## src/rtl/fpbr_pkg.sv

```systemverilog
// ----------------------------------------------------------------------------
// fpbr_pkg
// Shared constants, types and helpers of the four-plane bilinear resampler.
// ----------------------------------------------------------------------------
package fpbr_pkg;

  localparam int SensorWidth  = 768;
  localparam int SensorHeight = 494;
  localparam int GreenW       = SensorWidth;
  localparam int RbW          = SensorWidth / 2;
  localparam int PlaneH       = SensorHeight;
  localparam int GreenDepth   = GreenW * PlaneH;
  localparam int RbDepth      = RbW * PlaneH;
  localparam int GAW          = $clog2(GreenDepth);
  localparam int RAW          = $clog2(RbDepth);
  localparam int NumRegs      = 8;
  localparam int PosW         = 14;
  localparam int ColW         = 11;
  localparam int RowW         = 11;

  // reciprocals: ceil(2**shift / divisor), exact over the operand range
  localparam int RecipX       = 167773;
  localparam int RecipXShift  = 22;
  localparam int RecipY       = 289263;
  localparam int RecipYShift  = 23;
  localparam int Recip3       = 5462;
  localparam int Recip3Shift  = 14;

  typedef enum logic {
    CMD_WRITE  = 1'b0,
    CMD_RENDER = 1'b1
  } cmd_t;

  typedef enum logic [1:0] {
    PL_RED     = 2'd0,
    PL_GREEN_A = 2'd1,
    PL_GREEN_B = 2'd2,
    PL_BLUE    = 2'd3
  } plane_t;

  typedef struct packed {
    logic [ColW-1:0] x1;
    logic [ColW-1:0] x2;
    logic [RowW-1:0] y1;
    logic [RowW-1:0] y2;
    logic [2:0]      tx;
    logic [2:0]      ty;
  } tap_t;

  // Truncating blend of two 8-bit values with a 3-bit weight
  function automatic logic [7:0] blend(input logic [7:0] a, input logic [7:0] b,
                                       input logic [2:0] t);
    logic [11:0] s;
    s = 12'(a) * (12'd8 - 12'(t)) + 12'(b) * 12'(t);
    return s[10:3];
  endfunction

endpackage

```

## src/rtl/fpbr_tap_gen.sv

```systemverilog
// ----------------------------------------------------------------------------
// fpbr_tap_gen
// Offset, saturate and clamp one channel position into four tap coordinates.
// ----------------------------------------------------------------------------
module fpbr_tap_gen import fpbr_pkg::*; (
  input  logic [PosW-1:0] bx,
  input  logic [PosW-1:0] by,
  input  logic [11:0]     shift_x,
  input  logic [11:0]     shift_y,
  input  logic            half_x,
  input  logic [ColW-1:0] last_col,
  output tap_t            tap
);
  logic signed [PosW+1:0] px_s, py_s;
  logic [PosW-1:0] px, py, pxh;
  logic [PosW-4:0] ix, iy;

  always_comb begin
    px_s = $signed({2'b0, bx}) + (PosW+2)'($signed(shift_x));
    py_s = $signed({2'b0, by}) + (PosW+2)'($signed(shift_y));
    px   = px_s[PosW+1] ? '0 : px_s[PosW-1:0];
    py   = py_s[PosW+1] ? '0 : py_s[PosW-1:0];
    pxh  = half_x ? (px >> 1) : px;
    ix   = pxh[PosW-1:3];
    iy   = py[PosW-1:3];
    tap.tx = pxh[2:0];
    tap.ty = py[2:0];
    tap.x1 = ((PosW-3)'(last_col) < ix) ? last_col : ColW'(ix);
    tap.x2 = ((PosW-3)'(last_col) < ix + 1'b1) ? last_col : ColW'(ix + 1'b1);
    tap.y1 = ((PosW-3)'(PlaneH-1) < iy) ? RowW'(PlaneH-1) : RowW'(iy);
    tap.y2 = ((PosW-3)'(PlaneH-1) < iy + 1'b1) ? RowW'(PlaneH-1) : RowW'(iy + 1'b1);
  end
endmodule

```

## config.mk

```make
export PLATFORM = sky130hd
export DESIGN_NAME = fpbr_tap_gen
export DESIGN_NICKNAME = d
export VERILOG_FILES = /design/src/rtl/fpbr_pkg.sv /design/src/rtl/fpbr_tap_gen.sv
export SDC_FILE = /design/constraint.sdc
export NUM_CORES = 1
export LEC_CHECK = 0
export BUFFER_PORTS_ARGS = -buffer_cell sky130_fd_sc_hd__buf_2
export CORE_MARGIN = 1
export CORE_UTILIZATION = 30
export DETAILED_ROUTE_END_ITERATION = 8
export GPL_TIMING_DRIVEN = 0
export SKIP_LAST_GASP = 1
export SLEW_MARGIN = 20
export SYNTH_ARGS = -nofsm -noshare
export SYNTH_HDL_FRONTEND = slang
export SYNTH_SLANG_ARGS = --single-unit
```

## constraint.sdc

```tcl
create_clock -name vclk -period 8.9
set_clock_uncertainty 0.15 [all_clocks]
set_input_delay 1.78 -clock vclk [all_inputs]
set_output_delay 1.78 -clock vclk [all_outputs]
set_load 0.02 [all_outputs]
```

==> results.cfg <==
[pwr]
power.leakage_nw = 2.15
irDropWorstVdd_v = 0.0000742
finalPower_mw = 0.487
p_per_area_mw_per_mm2 = 112

[setup_path]
cp.required_ns = 6.97
cp_slowest_stage_delay_ns = 0.44
cp_common_cell = a21o_1
path_delay_family = compound AO/OA/AOI/OAI gates
crit_type = in2out
crit_buf_inv = 4
cp-end-kind = output pin
start_kind = primary input
critical_path_cell_count = 25
crit_slowest_cell = ha_2
worstPathArrival_ns = 6.71
worstPathMaxFanout = 10

[synth]
synth_cell_type_count = 66
synth_cells = 495
synth_area_leader_cell = ha_1
synthTopCellsByArea = ha_1 (19%), mux2i_1 (6.3%), xor2_1 (5.5%)
yosys_warnings = 0
yosys.area.top_type_share_pct = 18.6
avgSynthCellArea_um2 = 7.08
yosysMostFrequentCell = ha_1
netlist_area_mm2 = 0.00351
synth_commonest_cells = ha_1 (52), nand2_1 (36), nor2_1 (34), inv_1 (30), o21ai_0 (30)
yosysSeqAreaShare_pct = 0

[timing]
hold_slack_ns = 3.81
tightest_slew_ns = 0.730
slew-limit-headroom_pct = 51.1
grt_setup_unrepaired = false
post-route-period-util_pct = 97.1
final.min_clock_period_ns = 8.64
setup_tns_ns = 0
final_hold_viol_count = 0
drv_slew = 0
setup_viol = 0
fmax_ghz = 0.116

[route]
postRouteAntennaNets = 0
firstDrtPassIters = 6
first_iter_violations = 196
vias = 4073
drc = 0
drt_wl_total_mm = 10.8
viasPerCell = 5.44
wl_per_cell_um = 14.4

[place]
hpwl_mm = 9.01
port_buffers = 110
place_congestion = 0.914
placedCellCount = 751

[final_layout]
nets = 726
ff_latch_area_um2 = 0
areaGrowthSynthToFinish_pct = 23.5
layout-drive-gt1-share_pct = 25.2
fillCellCount = 1262
nClkBuffers = 0
antennaDiodeCount = 0
n_sequential_cell = 0
final_cells = 749

[global_route]
grt-ovfl-total = 0
grt_max_degree = 11
antenna_found_initial = 0
grt_pass1_wl_mm = 16.8
grt_pass1_vias = 3522
grt_usage_pct = 16.8

[floorplan]
die-area_mm2 = 0.0121
die_y_um = 110
core-area_mm2 = 0.0114
initial_core_util_pct = 30.7
die_w_um = 110
ios = 114
core.rowCount = 39

[min_path]
hold_path_class = in2out
holdPathStages = 4

[flow_run]
cap_violations = 0

[outcome]
status = complete, no violations

[clock_network]
hold_buffers = 0
postCtsSetupBuffers = 0
==> cell usage in the layout, fill, tap and decap left out, types with 3 or more instances in the layout <==
master	instances
a211o_1	4
a211oi_1	6
a21o_1	21
a21oi_1	29
a31oi_1	7
and2_1	8
and3_1	10
and4_1	3
buf_2	113
buf_4	6
clkbuf_1	8
conb_1	4
ha_1	50
inv_1	30
mux2_2	6
mux2i_1	22
nand2_1	35
nand2b_1	7
nand3_1	16
nand4_1	10
nor2_1	33
nor2b_1	7
nor3_1	13
nor3b_1	5
nor4_1	3
o211a_1	4
o211ai_1	14
o21a_1	4
o21ai_0	27
o21ai_1	5
o22ai_1	3
or3_1	3
xnor2_1	13
xor2_1	21
==> cell type report <==
class              instances  area (um^2)  area share, %
multi-input cells        444         3360           77.6
well taps                143          179           4.13
repair buffers           110          553           12.8
inverters                 30          113           2.60
plain buffers             22          124           2.86
==> tightest hold or removal path, cell delays in order <==
cell and delay (ns):
buf_2 0.12, inv_1 0.06, mux2i_1 0.06, buf_2 0.16
==> routing by layer <==
| layer | wire (um) | share of wire (%) | GRT usage (%) |
|---|---|---|---|
| met5 | 0 | 0 | 0 |
| met1 | 5180 | 48 | 23.6 |
| met3 | 492 | 4.6 | 0.705 |
| met4 | 0 | 0 | 0.376 |
| met2 | 5110 | 47 | 29.8 |
==> power breakdown <==
part / switching, mW / total, mW / internal [mW]
combinational: 0.296 / 0.487 / 0.191
clock: 0 / 0 / 0
sequential: 0 / 0 / 0
total: 0.296 / 0.487 / 0.191
==> what timing repair did <==
item | in CTS | in global routing
resized for setup | 4 | 20
setup endpoints to repair | 11 | 11
pin swaps | 0 | 1
==> logic make-up after synthesis <==
group	Yosys count	synth area share [%]
AO/OA/AOI/OAI	153	30.7
other	1	0.107
AND/OR/NAND/NOR	169	25.5
adder cells (fa/ha/maj)	54	19.7
buffers and inverters	54	6.82
multiplexers	28	8.21
XOR/XNOR	36	8.99
==> path summary, 6_finish.rpt <==
check / from / endpoint / slack [ns]
setup / recovery: shift_x[11] / tap[32] / 0.26
hold / removal: last_col[5] / tap[33] / 3.81
==> per-stage QoR <==
step | area, um^2 | utilization (%) | setup WS (ns)
2_1_floorplan | 3520 | - | 0.725
5_1_grt | 4330 | 37.9 | 0.00479
3_3_place_gp | 4250 | 37.2 | -0.307
3_5_place_dp | 4250 | 37.2 | -0.441
4_1_cts | 4270 | 37.4 | 0.00497
6_report | 4330 | 37.9 | 0.257
Note: power is estimated with default switching activity, not from simulation.
